==> src/rtl/core/four_level_page_table_walker_macros.svh <==
// ---------------------------------------------------------------------------
// four_level_page_table_walker_macros
// Assertion macros used by the walker controller; empty under synthesis.
// ---------------------------------------------------------------------------
`ifndef FOUR_LEVEL_PAGE_TABLE_WALKER_MACROS_SVH
`define FOUR_LEVEL_PAGE_TABLE_WALKER_MACROS_SVH

`ifndef SYNTHESIS
// same-cycle implication, checked on clk and quiet during rst
`define PTW_ASSERT_NOW(label, ante, cons) \
  label: assert property (@(posedge clk) disable iff (rst) (ante) |-> (cons)) \
    else $error("ptw assertion failed");
// next-cycle implication, checked on clk and quiet during rst
`define PTW_ASSERT_NEXT(label, ante, cons) \
  label: assert property (@(posedge clk) disable iff (rst) (ante) |=> (cons)) \
    else $error("ptw assertion failed");
`else
`define PTW_ASSERT_NOW(label, ante, cons)
`define PTW_ASSERT_NEXT(label, ante, cons)
`endif

`endif

==> src/rtl/core/ptw_pkg.sv <==
// ---------------------------------------------------------------------------
// ptw_pkg
// Shared constants, types and helpers of the four-level page table walker.
// ---------------------------------------------------------------------------
`default_nettype none

package ptw_pkg;

  // table store geometry (page count is a power of two)
  localparam int TABLE_PAGES = 8;
  localparam int ENTRIES     = TABLE_PAGES * 512;
  localparam int ADDR_W      = $clog2(ENTRIES);
  localparam int PAGE_W      = $clog2(TABLE_PAGES);
  localparam int IDX_W       = 9;

  // field widths
  localparam int ENTRY_W = 64;
  localparam int VA_W    = 48;
  localparam int PA_W    = 52;
  localparam int PN_W    = 40;
  localparam int STS_W   = 3;
  localparam int ROOT_W  = 3;
  localparam int SLOT_W  = 12;

  // entry bit positions
  localparam int BIT_PRESENT = 0;
  localparam int BIT_HUGE    = 7;

  // configuration register index
  localparam logic REG_ROOT_TABLE = 1'b0;

  // request types
  localparam logic REQ_WRITE = 1'b0;
  localparam logic REQ_XLATE = 1'b1;

  // result forms
  localparam logic [1:0] RES_ZERO   = 2'd0;
  localparam logic [1:0] RES_GIG    = 2'd1;
  localparam logic [1:0] RES_TWOMEG = 2'd2;
  localparam logic [1:0] RES_PAGE   = 2'd3;

  localparam logic [STS_W-1:0] STS_OK = 3'd0;

  // controller to datapath commands
  typedef struct packed {
    logic             clr_step;
    logic             wr_entry;
    logic             rd_root;
    logic             rd_next;
    logic [1:0]       lvl;
    logic             set_result;
    logic [1:0]       res_kind;
    logic [STS_W-1:0] res_status;
  } cmd_t;

  // datapath to controller status
  typedef struct packed {
    logic clr_last;
    logic present;
    logic huge;
  } sts_t;

  // store page from a page number, modulo the page count
  function automatic logic [PAGE_W-1:0] page_sel(input logic [PN_W-1:0] pn);
    page_sel = pn[PAGE_W-1:0];
  endfunction

  // table index of a walk level, level 0 being the top
  function automatic logic [IDX_W-1:0] idx_of(input logic [VA_W-1:0] va,
                                              input logic [1:0] lvl);
    unique case (lvl)
      2'd0:    idx_of = va[47:39];
      2'd1:    idx_of = va[38:30];
      2'd2:    idx_of = va[29:21];
      default: idx_of = va[20:12];
    endcase
  endfunction

endpackage

`default_nettype wire

==> src/rtl/core/ptw_ctrl.sv <==
// ---------------------------------------------------------------------------
// ptw_ctrl
// Walk sequencer: clearing pass, entry writes and the level-by-level walk.
// ---------------------------------------------------------------------------
`default_nettype none
`include "four_level_page_table_walker_macros.svh"

module ptw_ctrl (
  input  wire logic          clk,
  input  wire logic          rst,
  input  wire logic          start,
  input  wire logic          req_type,
  input  wire ptw_pkg::sts_t sts,
  output ptw_pkg::cmd_t      cmd,
  output logic               busy
);

  localparam logic [1:0] S_CLEAR = 2'd0;
  localparam logic [1:0] S_IDLE  = 2'd1;
  localparam logic [1:0] S_WALK  = 2'd2;

  logic [1:0] state, state_next;
  logic [1:0] lvl, lvl_next;

  assign busy = (state != S_IDLE);

  // state and level registers
  always_ff @(posedge clk) begin
    if (rst) begin
      state <= S_CLEAR;
      lvl   <= 2'd0;
    end else begin
      state <= state_next;
      lvl   <= lvl_next;
    end
  end

  // next state and commands
  always_comb begin
    state_next = state;
    lvl_next   = lvl;
    cmd        = '0;
    cmd.lvl    = lvl;
    unique case (state)
      S_CLEAR: begin
        cmd.clr_step = 1'b1;
        if (sts.clr_last) begin
          state_next = S_IDLE;
        end
      end
      S_IDLE: begin
        if (start) begin
          if (req_type == ptw_pkg::REQ_WRITE) begin
            cmd.wr_entry   = 1'b1;
            cmd.set_result = 1'b1;
            cmd.res_kind   = ptw_pkg::RES_ZERO;
            cmd.res_status = ptw_pkg::STS_OK;
          end else begin
            cmd.rd_root = 1'b1;
            lvl_next    = 2'd0;
            state_next  = S_WALK;
          end
        end
      end
      S_WALK: begin
        if (!sts.present) begin
          // fault names the level, one-based
          cmd.set_result = 1'b1;
          cmd.res_kind   = ptw_pkg::RES_ZERO;
          cmd.res_status = {1'b0, lvl} + 3'd1;
          state_next     = S_IDLE;
        end else if (lvl == 2'd1 && sts.huge) begin
          cmd.set_result = 1'b1;
          cmd.res_kind   = ptw_pkg::RES_GIG;
          cmd.res_status = ptw_pkg::STS_OK;
          state_next     = S_IDLE;
        end else if (lvl == 2'd2 && sts.huge) begin
          cmd.set_result = 1'b1;
          cmd.res_kind   = ptw_pkg::RES_TWOMEG;
          cmd.res_status = ptw_pkg::STS_OK;
          state_next     = S_IDLE;
        end else if (lvl == 2'd3) begin
          cmd.set_result = 1'b1;
          cmd.res_kind   = ptw_pkg::RES_PAGE;
          cmd.res_status = ptw_pkg::STS_OK;
          state_next     = S_IDLE;
        end else begin
          cmd.rd_next = 1'b1;
          lvl_next    = lvl + 2'd1;
        end
      end
      default: begin
        state_next = S_CLEAR;
      end
    endcase
  end

  // a translate request always starts the walk at the top level
  `PTW_ASSERT_NEXT(a_walk_start, state == S_IDLE && start && req_type == ptw_pkg::REQ_XLATE, state == S_WALK && lvl == 2'd0)
  // each walk cycle either reads deeper or finishes, never both
  `PTW_ASSERT_NOW(a_walk_step, state == S_WALK, $onehot({cmd.rd_next, cmd.set_result}))
  // the clearing pass runs to the last entry before any item is taken
  `PTW_ASSERT_NEXT(a_clear_hold, state == S_CLEAR && !sts.clr_last, state == S_CLEAR && busy)
  // the walk never goes below the last level
  `PTW_ASSERT_NOW(a_last_level, state == S_WALK && lvl == 2'd3, !cmd.rd_next)

endmodule

`default_nettype wire

==> config.mk <==
export PLATFORM = sky130hd
export DESIGN_NAME = ptw_ctrl
export DESIGN_NICKNAME = d
export VERILOG_FILES = /design/src/rtl/core/ptw_pkg.sv /design/src/rtl/core/ptw_ctrl.sv
export VERILOG_INCLUDE_DIRS = /design/src /design/src/rtl/core
export SDC_FILE = /design/constraint.sdc
export NUM_CORES = 1
export LEC_CHECK = 0
export ABC_AREA = 1
export BUFFER_PORTS_ARGS = -buffer_cell sky130_fd_sc_hd__buf_2
export CAP_MARGIN = 30
export CORE_AREA = 2 2 39 41
export DETAILED_ROUTE_END_ITERATION = 10
export DIE_AREA = 0 0 41 43
export PLACE_DENSITY = 0.58
export REMOVE_ABC_BUFFERS = 1
export SLEW_MARGIN = 40
export SYNTH_ARGS = -nofsm -noshare
export SYNTH_HDL_FRONTEND = slang
export SYNTH_SLANG_ARGS = --single-unit
export TNS_END_PERCENT = 100
==> constraint.sdc <==
create_clock -name clk -period 1.6 [get_ports clk]
set_input_delay 0.24 -clock clk [delete_from_list [all_inputs] [get_ports clk]]
set_output_delay 0.24 -clock clk [all_outputs]
set_load 0.05 [all_outputs]
==> impl_metrics.csv, run 1 <==
group,metric,value,unit
run_status,status,"finished, violations left",
run_status,violations,"negative setup slack",
place,routabilityCongestion,0.7700,
floorplanning,initial_core_util,0.3291,
route,ant_nets,0,
global_route,grtUsageTotal,0.1345,
floorplanning,die_w,41,um
cts,htree_num_levels,1,
route,wirelength,1229,um
critical_path,cp-start-kind,"flip-flop",
global_route,antenna_found_initial,0,
finish,syn_to_final_growth,84.34,%
route,drc_errors,0,
floorplanning,die-area,1763,um2
finish,utilization,0.6067,
cts,clk_pin_slew,0.04,ns
synth,yosysTopAreaCell,"ha_1",
synth,synth_top_area_frac,0.2198,
route,via_per_inst,4.561,
floorplanning,ios,20,
timing,holdWs,0.2795,ns
global_route,grt_max_degree,8,
critical_path,crit_path_max_incr_delay,0.35,ns
synth,ys_top_cells_by_area,"ha_1, dfxtp_1, nand2_1, inv_1, nor2_1",
synth,synthCells,78,
place,port_buffers,19,
critical_path,worst-setup-path-type,"flip-flop to primary output",
critical_path,crit_family,"flip-flops",
critical_path,cp_max_fo,4,
finish,finalNetCount,124,
cts,clockBufferDepth,2,
floorplanning,die_h,43,um
synth,seq_area_frac_synth,0.1758,
route,drt_iter0_markers,4,
critical_path,critical_path_buf_inv_count,2,
timing,fmax,616.4,MHz
global_route,grt_pass1_wl,1587,um
critical_path,arrival,1.38,ns
power_and_ir_drop,vdd_drop_max,0.0009245,V
timing,slew_viol_final,0,
synth,yosysUniqueCellTypes,13,
timing,hold_viol,0,
route,wl_per_cell,9.992,um
cts,cts_num_sinks,4,
finish,layout.cells.most_common,"nor2_1",
timing,setup_viol,1,
finish,diodes,0,
cts,tritoncts.num_buffers,3,
timing,finClkSkew,0.0001713,ns
worst_hold_path,min-delay-path-class,"input pin to flip-flop",
finish,final_cell_mix,"nor2_1, nand2_1, buf_2, inv_1, buf_4",
timing,timing.final.crit_share,1.014,
timing,max-slew-margin-rel,0.8359,
cts,clk_root_buffer_cell,"clkbuf_4",
critical_path,path_cells,"inv_2 > ha_4 > nand2_2 > nor3_2 > buf_6",
route,vias,561,
route,dr.pass1.iters,4,
global_route,grt-ovfl-total,0,
synth,syn-cell-area,455.4,um2
timing,setup_slack,-0.02244,ns
timing,rsz0062_at_grt,"true",
finish,drive_gt1_frac,0.5794,
synth,ys_ff_latch,4,
timing,tightest_slew,0.2478,ns
power_and_ir_drop,p_per_area,1812,nW/um2
power_and_ir_drop,leakage,0.4434,nW
floorplanning,core_region_area,1384,um2
global_route,grt_pass1_vias,409,
synth,syn_avg_cell_area,5.839,um2
cts,clkLatencyLatePin,0.23,ns
critical_path,crit_required,1.36,ns
place,dp_hpwl,799.8,um
critical_path,critPathCaptureType,"primary output",
synth,synth_warnings,0,
floorplanning,core.rowCount,14,
timing,min_period,1.622,ns
job,cap_violations,0,
cts,cts_tree,"yes",
critical_path,slowest_stage,"dfxtp_4",
layer usage:
metal  up-vias  GRT usage  wire [um]
met5         -          0          0
met4         0    0.08000          0
met3         0    0.03141         40
met2        10     0.2156        670
met1       253     0.1511        517
li1        298          -          -
cells in the mapped netlist (all sizes together):
cell type  instances
nor3               4
o21bai             1
inv               16
a31oi              1
dfxtp              4
nand3              4
o21ai              1
a21oi              2
ha                 8
nand2             21
nor2              16
metrics by stage:
step           TNS [ns]  instances  setup WS (ns)  total power [mW]  instance area [um2]
6_report       -0.02244        123       -0.02244             1.522                839.6
2_1_floorplan    -5.168         78        -0.8813            0.8566                455.4
4_1_cts        -0.02832        120       -0.01035             1.359                724.4
3_3_place_gp          0        114        0.05159             1.029                578.1
3_5_place_dp          0        114        0.04406             1.025                578.1
5_1_grt         -0.2453        123       -0.08542             1.657                839.6
registers in the layout, summed over array words and instances (netlist names):
name,cells
state,2
lvl,2
area by class of cell:
class / instances / area, um2
Sequential cell: 4 / 95.09
Inverter: 16 / 65.06
Timing Repair Buffer: 26 / 190.2
Clock buffer: 3 / 22.52
Multi-Input combinational cell: 58 / 446.7
Tap cell: 16 / 20.02
Fill cell: 129 / 544.3
kinds of logic after synthesis:
group / share of synthesized area
AOI/OAI and AO/OA: 0.06319
buffers and inverters: 0.1319
and+or+nand+nor: 0.4093
adders and majority gates: 0.2198
DFF: 0.1758
worst min-delay path, stage by stage:
cell and delay, ns:
buf_2 0.07, inv_1 0.06, nand2_1 0.07, nor2_1 0.03
final timing paths:
check                              from                     to  slack [ns]  cells after the start
setup / recovery  state[1]$_SDFFE_PP0P_                 cmd[1]       -0.02                      5
hold / removal                      rst  state[1]$_SDFFE_PP0P_        0.28                      4
setup reg to reg  state[0]$_SDFFE_PP0P_    lvl[0]$_SDFFE_PP0P_        0.30                      9
hold reg to reg   state[1]$_SDFFE_PP0P_  state[1]$_SDFFE_PP0P_        0.51                      2
report_power, final:
part / internal [mW] / switching [mW]
clock network: 0.0837 / 0.0378
registers: 0.168 / 0.0645
logic: 0.437 / 0.731
total: 0.688 / 0.833
what timing repair did:
action,4_1_cts,5_1_grt
gates resized for setup,32,27
hold buffers,0,0
buffers inserted,3,3
pin swaps,7,5
endpoints found under the setup margin,7,7
(Power assumes the default switching activity.)
==> run 2, diff against run 1 <==
--- a/config.mk
+++ b/config.mk
@@ -6,13 +6,12 @@
 export SDC_FILE = /design/constraint.sdc
 export NUM_CORES = 1
 export LEC_CHECK = 0
-export ABC_AREA = 1
 export BUFFER_PORTS_ARGS = -buffer_cell sky130_fd_sc_hd__buf_2
-export CAP_MARGIN = 30
+export CAP_MARGIN = 20
 export CORE_AREA = 2 2 39 41
 export DETAILED_ROUTE_END_ITERATION = 10
 export DIE_AREA = 0 0 41 43
-export PLACE_DENSITY = 0.58
+export PLACE_DENSITY = 0.56
 export REMOVE_ABC_BUFFERS = 1
 export SLEW_MARGIN = 40
 export SYNTH_ARGS = -nofsm -noshare
==> run 2 against run 1 <==
Effect of this change:
- the run still ends with negative setup slack left
- design area increased by 3.7%
- sequential cell count unchanged
- non-clock buffer count increased by 8
- die area unchanged
- sequential share of layout area decreased by 0.41 points
- synthesized cell count decreased by 32%
- largest cell class unchanged
- critical path depth unchanged
- sequential power decreased by 30%
- fmax decreased by 3.7%
- routed wire length increased by 17%
- clock power about the same
- total power decreased by 37%
==> impl_metrics.csv, run 2 <==
group,metric,value,unit
run_status,status,"finished, violations left",
run_status,violations,"negative setup slack",
power_and_ir_drop,p_total,0.9583,mW
critical_path,slowest_stage,"dfxtp_4",
floorplanning,die_h,43,um
finish,instances_no_fill,104,
critical_path,reg2reg_to,"state[0]$_SDFFE_PP0P_",
floorplanning,ios,20,
synth,synth_warnings,0,
cts,cts_num_sinks,4,
global_route,grt-ovfl-total,0,
floorplanning,die-area,1763,um2
floorplanning,core_region_area,1384,um2
timing,tightest_slew,0.2501,ns
cts,clkLatencyLatePin,0.23,ns
critical_path,critPathCaptureType,"primary output",
global_route,grtUsageTotal,0.1515,
finish,largestRegisters,"lvl x2, state x2",
finish,drive_gt1_frac,0.7727,
cts,tritoncts.num_buffers,3,
synth,ys_top_cells_by_area,"ha_1, dfxtp_1, a21oi_1, inv_1, o32ai_1",
job,cap_violations,0,
place,port_buffers,19,
synth,synth_edf_count,0,
critical_path,worst-setup-path-type,"flip-flop to primary output",
route,drc_errors,0,
place,dpl-instance-area,614.3,um2
route,via_per_inst,5.173,
critical_path,regToRegSetupSlack,0.05,ns
synth,synthFlopType,"dfxtp_1",
finish,final_cell_mix,"buf_4, buf_2, ha_4, buf_6",
critical_path,arrival,1.44,ns
global_route,use_met3,0.04712,
timing,setup_slack,-0.08462,ns
power_and_ir_drop,p_per_area,1100,nW/um2
timing,tns,-0.1072,ns
floorplanning,core.rowCount,14,
worst_hold_path,min-delay-start,"rst",
floorplanning,initial_core_util,0.3119,
synth,synth_top_area_frac,0.2319,
synth,syn-cell-area,431.7,um2
route,wirelength,1438,um
synth,yosysUniqueCellTypes,25,
critical_path,cp-start-kind,"flip-flop",
finish,finalNetCount,105,
cts,clk_pin_slew,0.04,ns
timing,rsz0062_at_grt,"true",
global_route,grt_pass1_vias,473,
finish,diodes,0,
timing,finClkSkew,0.003029,ns
critical_path,r2r_cells,5,
cts,holdBufCountCts,0,
synth,synthArstFlopShare,0,
timing,min_period,1.685,ns
finish,layout.cells.most_common,"buf_4",
power_and_ir_drop,vdd_drop_max,0.0007347,V
power_and_ir_drop,leakage,0.3814,nW
route,wl_per_cell,13.83,um
finish,syn_to_final_growth,101.7,%
global_route,grt.met2_usage,0.2438,
route,drt_iter0_markers,2,
global_route,grt_pass1_wl,1835,um
critical_path,cp_max_fo,5,
critical_path,crit_family,"flip-flops",
critical_path,critPathLaunch,"lvl[0]$_SDFFE_PP0P_",
cts,htree_num_levels,1,
timing,hold_viol,0,
worst_hold_path,hold_depth,2,
place,pre_cts_slack,-0.07362,ns
timing,timing.final.crit_share,1.053,
critical_path,path_cells,"ha_2 > buf_4 > a21oi_1 > a211oi_2 > buf_6",
synth,synthTopCellsByCount,"ha_1, inv_1, a21oi_1, dfxtp_1",
critical_path,critical_path_buf_inv_count,2,
route,dr.pass1.iters,2,
synth,yosysTopAreaCell,"ha_1",
cts,clk_root_buffer_cell,"clkbuf_4",
place,routabilityCongestion,0.7117,
critical_path,reg2reg_from,"lvl[0]$_SDFFE_PP0P_",
floorplanning,die_w,41,um
place,dp_hpwl,885.2,um
route,vias,538,
place,dpl.cell_count,97,
worst_hold_path,min-delay-path-class,"input pin to flip-flop",
finish,stdcell_area,870.8,um2
worst_hold_path,worstHoldEndpoint,"state[0]$_SDFFE_PP0P_",
route,ant_nets,0,
timing,slew_viol_final,0,
synth,ys_ff_latch,4,
critical_path,crit_required,1.36,ns
synth,synth_most_common_cell,"ha_1",
timing,max-slew-margin-rel,0.8311,
timing,setup_viol,3,
cts,clockBufferDepth,2,
critical_path,crit_path_max_incr_delay,0.39,ns
global_route,grt_max_degree,9,
global_route,top_usage_layer,"met2",
synth,seq_area_frac_synth,0.1855,
synth,synthCells,53,
synth,syn_avg_cell_area,8.145,um2
timing,fmax,593.6,MHz
global_route,use_met1,0.1667,
cts,cts_tree,"yes",
global_route,antenna_found_initial,0,
run 2: changes by cell type after synthesis, moves of 2 or more:
cell and delta:
nand2_1 -16, nor2_1 -12, inv_1 -9, a21oi_1 +4, nor3_1 -4, nand2_2 -2
nand3_1 -2, nor2b_1 +2, o32ai_1 +2
run 2: worst max-delay path by stage:
stage | to | depth (start not counted)
global route | cmd[4] | 5
CTS | cmd[4] | 5
detailed placement | state[0]$_SDFFE_PP0P_ | 5
global placement | state[0]$_SDFFE_PP0P_ | 5
floorplan | cmd[0] | 3
finish | cmd[4] | 5
run 2: through the flow:
stage / util / hold WS [ns]
2_1_floorplan: - / 0.3091
3_3_place_gp: 0.4439 / 0.4749
3_5_place_dp: 0.4439 / 0.4757
4_1_cts: 0.5344 / 0.2211
5_1_grt: 0.6293 / 0.2430
6_report: 0.6293 / 0.2428
run 2: cells by family (layout without fill, tap and decap cells):
group	count (synthesis)	in the layout	share of synthesized area
simple gates	18	18	0.2696
buf+inv	9	44	0.09565
flops	4	4	0.1855
fa+ha+maj	8	8	0.2319
compound gates	14	14	0.2174
run 2: layout make-up:
class	count	area (um2)
clock buffers	3	22.52
multi-input cells	40	445.4
repair buffers	34	251.5
flip-flops and latches	4	95.09
fillers	114	513.0
well taps	16	20.02
inverters	7	36.28
run 2: repair_timing:
| item | 4_1_cts | 5_1_grt |
|---|---|---|
| setup endpoints to repair | 8 | 12 |
| resized for setup | 29 | 29 |
| pin swaps | 7 | 8 |
| buffers inserted | 2 | 2 |
run 2: layer usage:
metal	part of all wire	wire length, um
met5	0	0
met2	0.56	808
met4	0	0
met1	0.40	581
met3	0.033	48
run 2: power by group:
group	total, mW	internal (mW)	switching (mW)
registers	0.163	0.127	0.0357
clock network	0.119	0.0834	0.0351
logic	0.677	0.294	0.383
==> run 3, diff against run 2 <==
--- a/config.mk
+++ b/config.mk
@@ -11,7 +11,7 @@
 export CORE_AREA = 2 2 39 41
 export DETAILED_ROUTE_END_ITERATION = 10
 export DIE_AREA = 0 0 41 43
-export PLACE_DENSITY = 0.56
+export PLACE_DENSITY = 0.58
 export REMOVE_ABC_BUFFERS = 1
 export SLEW_MARGIN = 40
 export SYNTH_ARGS = -nofsm -noshare
==> constraint.sdc (replaced) <==
create_clock -name clk -period 1.4 [get_ports clk]
set_input_delay 0.21 -clock clk [delete_from_list [all_inputs] [get_ports clk]]
set_output_delay 0.21 -clock clk [all_outputs]
set_load 0.05 [all_outputs]
==> run 3 against run 2 <==
Effect of this change:
- critical endpoint is now cmd[5]
- largest power group unchanged
- hold slack got worse by 0.030 ns
- critical path depth rose by 3
- clock power rose by 17%
- largest cell class unchanged
- the flow still finishes with violations (negative setup slack)
==> impl_metrics.csv, run 3 (synthesis results as in run 2) <==
group,metric,value,unit
power_and_ir_drop,p_per_area,1360,nW/um2
critical_path,crit_path_max_incr_delay,0.36,ns
finish,diodes,0,
floorplanning,core.rowCount,14,
critical_path,crit_required,1.19,ns
cts,clk_pin_slew,0.04,ns
cts,clk_root_buffer_cell,"clkbuf_4",
cts,cts_num_sinks,4,
finish,syn_to_final_growth,132.8,%
timing,min_period,1.683,ns
global_route,grt_max_degree,6,
floorplanning,ios,20,
run_status,status,"finished, violations left",
finish,instances_no_fill,112,
finish,finalNetCount,113,
critical_path,worst-setup-path-type,"flip-flop to primary output",
floorplanning,initial_core_util,0.3119,
route,via_per_inst,5.179,
cts,holdBufCountCts,0,
power_and_ir_drop,vdd_drop_max,0.001117,V
cts,clockBufferDepth,2,
finish,utilization,0.7260,
critical_path,critPathCaptureType,"primary output",
critical_path,arrival,1.47,ns
timing,fmax,594.2,MHz
finish,layout.cells.most_common,"buf_4",
job,cap_violations,0,
critical_path,cp-start-kind,"flip-flop",
route,wirelength,1735,um
timing,tightest_slew,0.2656,ns
cts,clkLatencyLatePin,0.23,ns
timing,finClkSkew,0.0002401,ns
place,dpl-instance-area,651.9,um2
finish,seq_area,95.09,um2
critical_path,cp_max_fo,3,
global_route,antenna_found_initial,0,
run_status,violations,"negative setup slack",
critical_path,path_cells,"inv_4 > ha_4 > buf_6 > nand2_4 > nor2_4 > a21oi_2 > nor2b_1 > buf_6",
timing,timing.final.crit_share,1.202,
route,vias,580,
cts,tritoncts.num_buffers,3,
route,drc_errors,0,
power_and_ir_drop,p_total,1.366,mW
route,drt_iter0_markers,7,
global_route,grt-ovfl-total,0,
place,routabilityCongestion,0.7872,
timing,setup_slack,-0.2830,ns
global_route,grtUsageTotal,0.2098,
finish,stdcell_area,1005,um2
finish,drive_gt1_frac,0.8333,
place,pre_cts_slack,-0.1749,ns
timing,hold_viol,0,
floorplanning,die_h,43,um
finish,nFillCells,98,
global_route,grt_pass1_vias,619,
floorplanning,core_region_area,1384,um2
finish,final_cell_mix,"buf_4, buf_6, buf_2",
timing,slew_viol_final,0,
route,wl_per_cell,15.49,um
route,ant_nets,0,
place,port_buffers,19,
timing,rsz0062_at_grt,"true",
critical_path,slowest_stage,"dfxtp_4",
route,dr.pass1.iters,2,
timing,max-slew-margin-rel,0.8206,
floorplanning,die_w,41,um
timing,holdWs,0.2132,ns
critical_path,crit_top_cell,"buf_6",
power_and_ir_drop,leakage,0.4409,nW
finish,largestRegisters,"lvl x2, state x2",
global_route,grt_pass1_wl,2532,um
cts,htree_num_levels,1,
timing,tns,-2.196,ns
cts,cts_tree,"yes",
worst_hold_path,min-delay-path-class,"input pin to flip-flop",
place,dpl.cell_count,102,
timing,setup_viol,14,
place,dp_hpwl,904.3,um
finish,multiInputGateArea,473.0,um2
floorplanning,die-area,1763,um2
-- run 3: cell count changes in the layout (fill, tap and decap cells not counted), moves of 2 or more --
| cell | delta |
|---|---|
| buf_4 | +3 |
| buf_6 | +5 |
| buf_2 | -3 |
| buf_8 | +3 |
| inv_2 | +2 |
-- run 3: metal layers --
metal,part of all wire,global-route usage
met3,0.025,0.03141
met5,0,0
met2,0.59,0.3813
met4,0.012,0.08000
met1,0.37,0.2219
-- run 3: timing repair --
| item | CTS | global route |
|---|---|---|
| setup buffers | 6 | 2 |
| pin swaps | 11 | 4 |
| cloned | 0 | 0 |
| endpoints found under the setup margin | 15 | 14 |
| gates resized for setup | 65 | 11 |
-- run 3: cell type report --
type,instances,share of cell area
Sequential cell,4,0.09465
Tap cell,16,0.01993
Clock buffer,3,0.02242
Timing Repair Buffer,42,0.3587
Inverter,7,0.03362
Multi-Input combinational cell,40,0.4707
-- run 3: worst max-delay path: cells and delay by family (launching register included) --
kind	cells	cell delay [ns]
compound gates	1	0.05
fa+ha+maj	1	0.13
simple gates	3	0.33
flops	1	0.36
buf+inv	3	0.37
-- run 3: path summary, 6_finish.rpt --
path,from,to,slack [ns],depth (start not counted)
worst max-delay path,state[1]$_SDFFE_PP0P_,cmd[5],-0.28,8
worst min-delay path,rst,state[0]$_SDFFE_PP0P_,0.21,2
worst max register to register,state[0]$_SDFFE_PP0P_,state[0]$_SDFFE_PP0P_,-0.21,6
worst min register to register,lvl[1]$_SDFFE_PP0P_,lvl[1]$_SDFFE_PP0P_,0.63,3
-- run 3: power breakdown --
group	internal, mW	switching [mW]
Clock	0.0956	0.0431
Sequential	0.145	0.0386
Combinational	0.519	0.525
Total	0.759	0.607
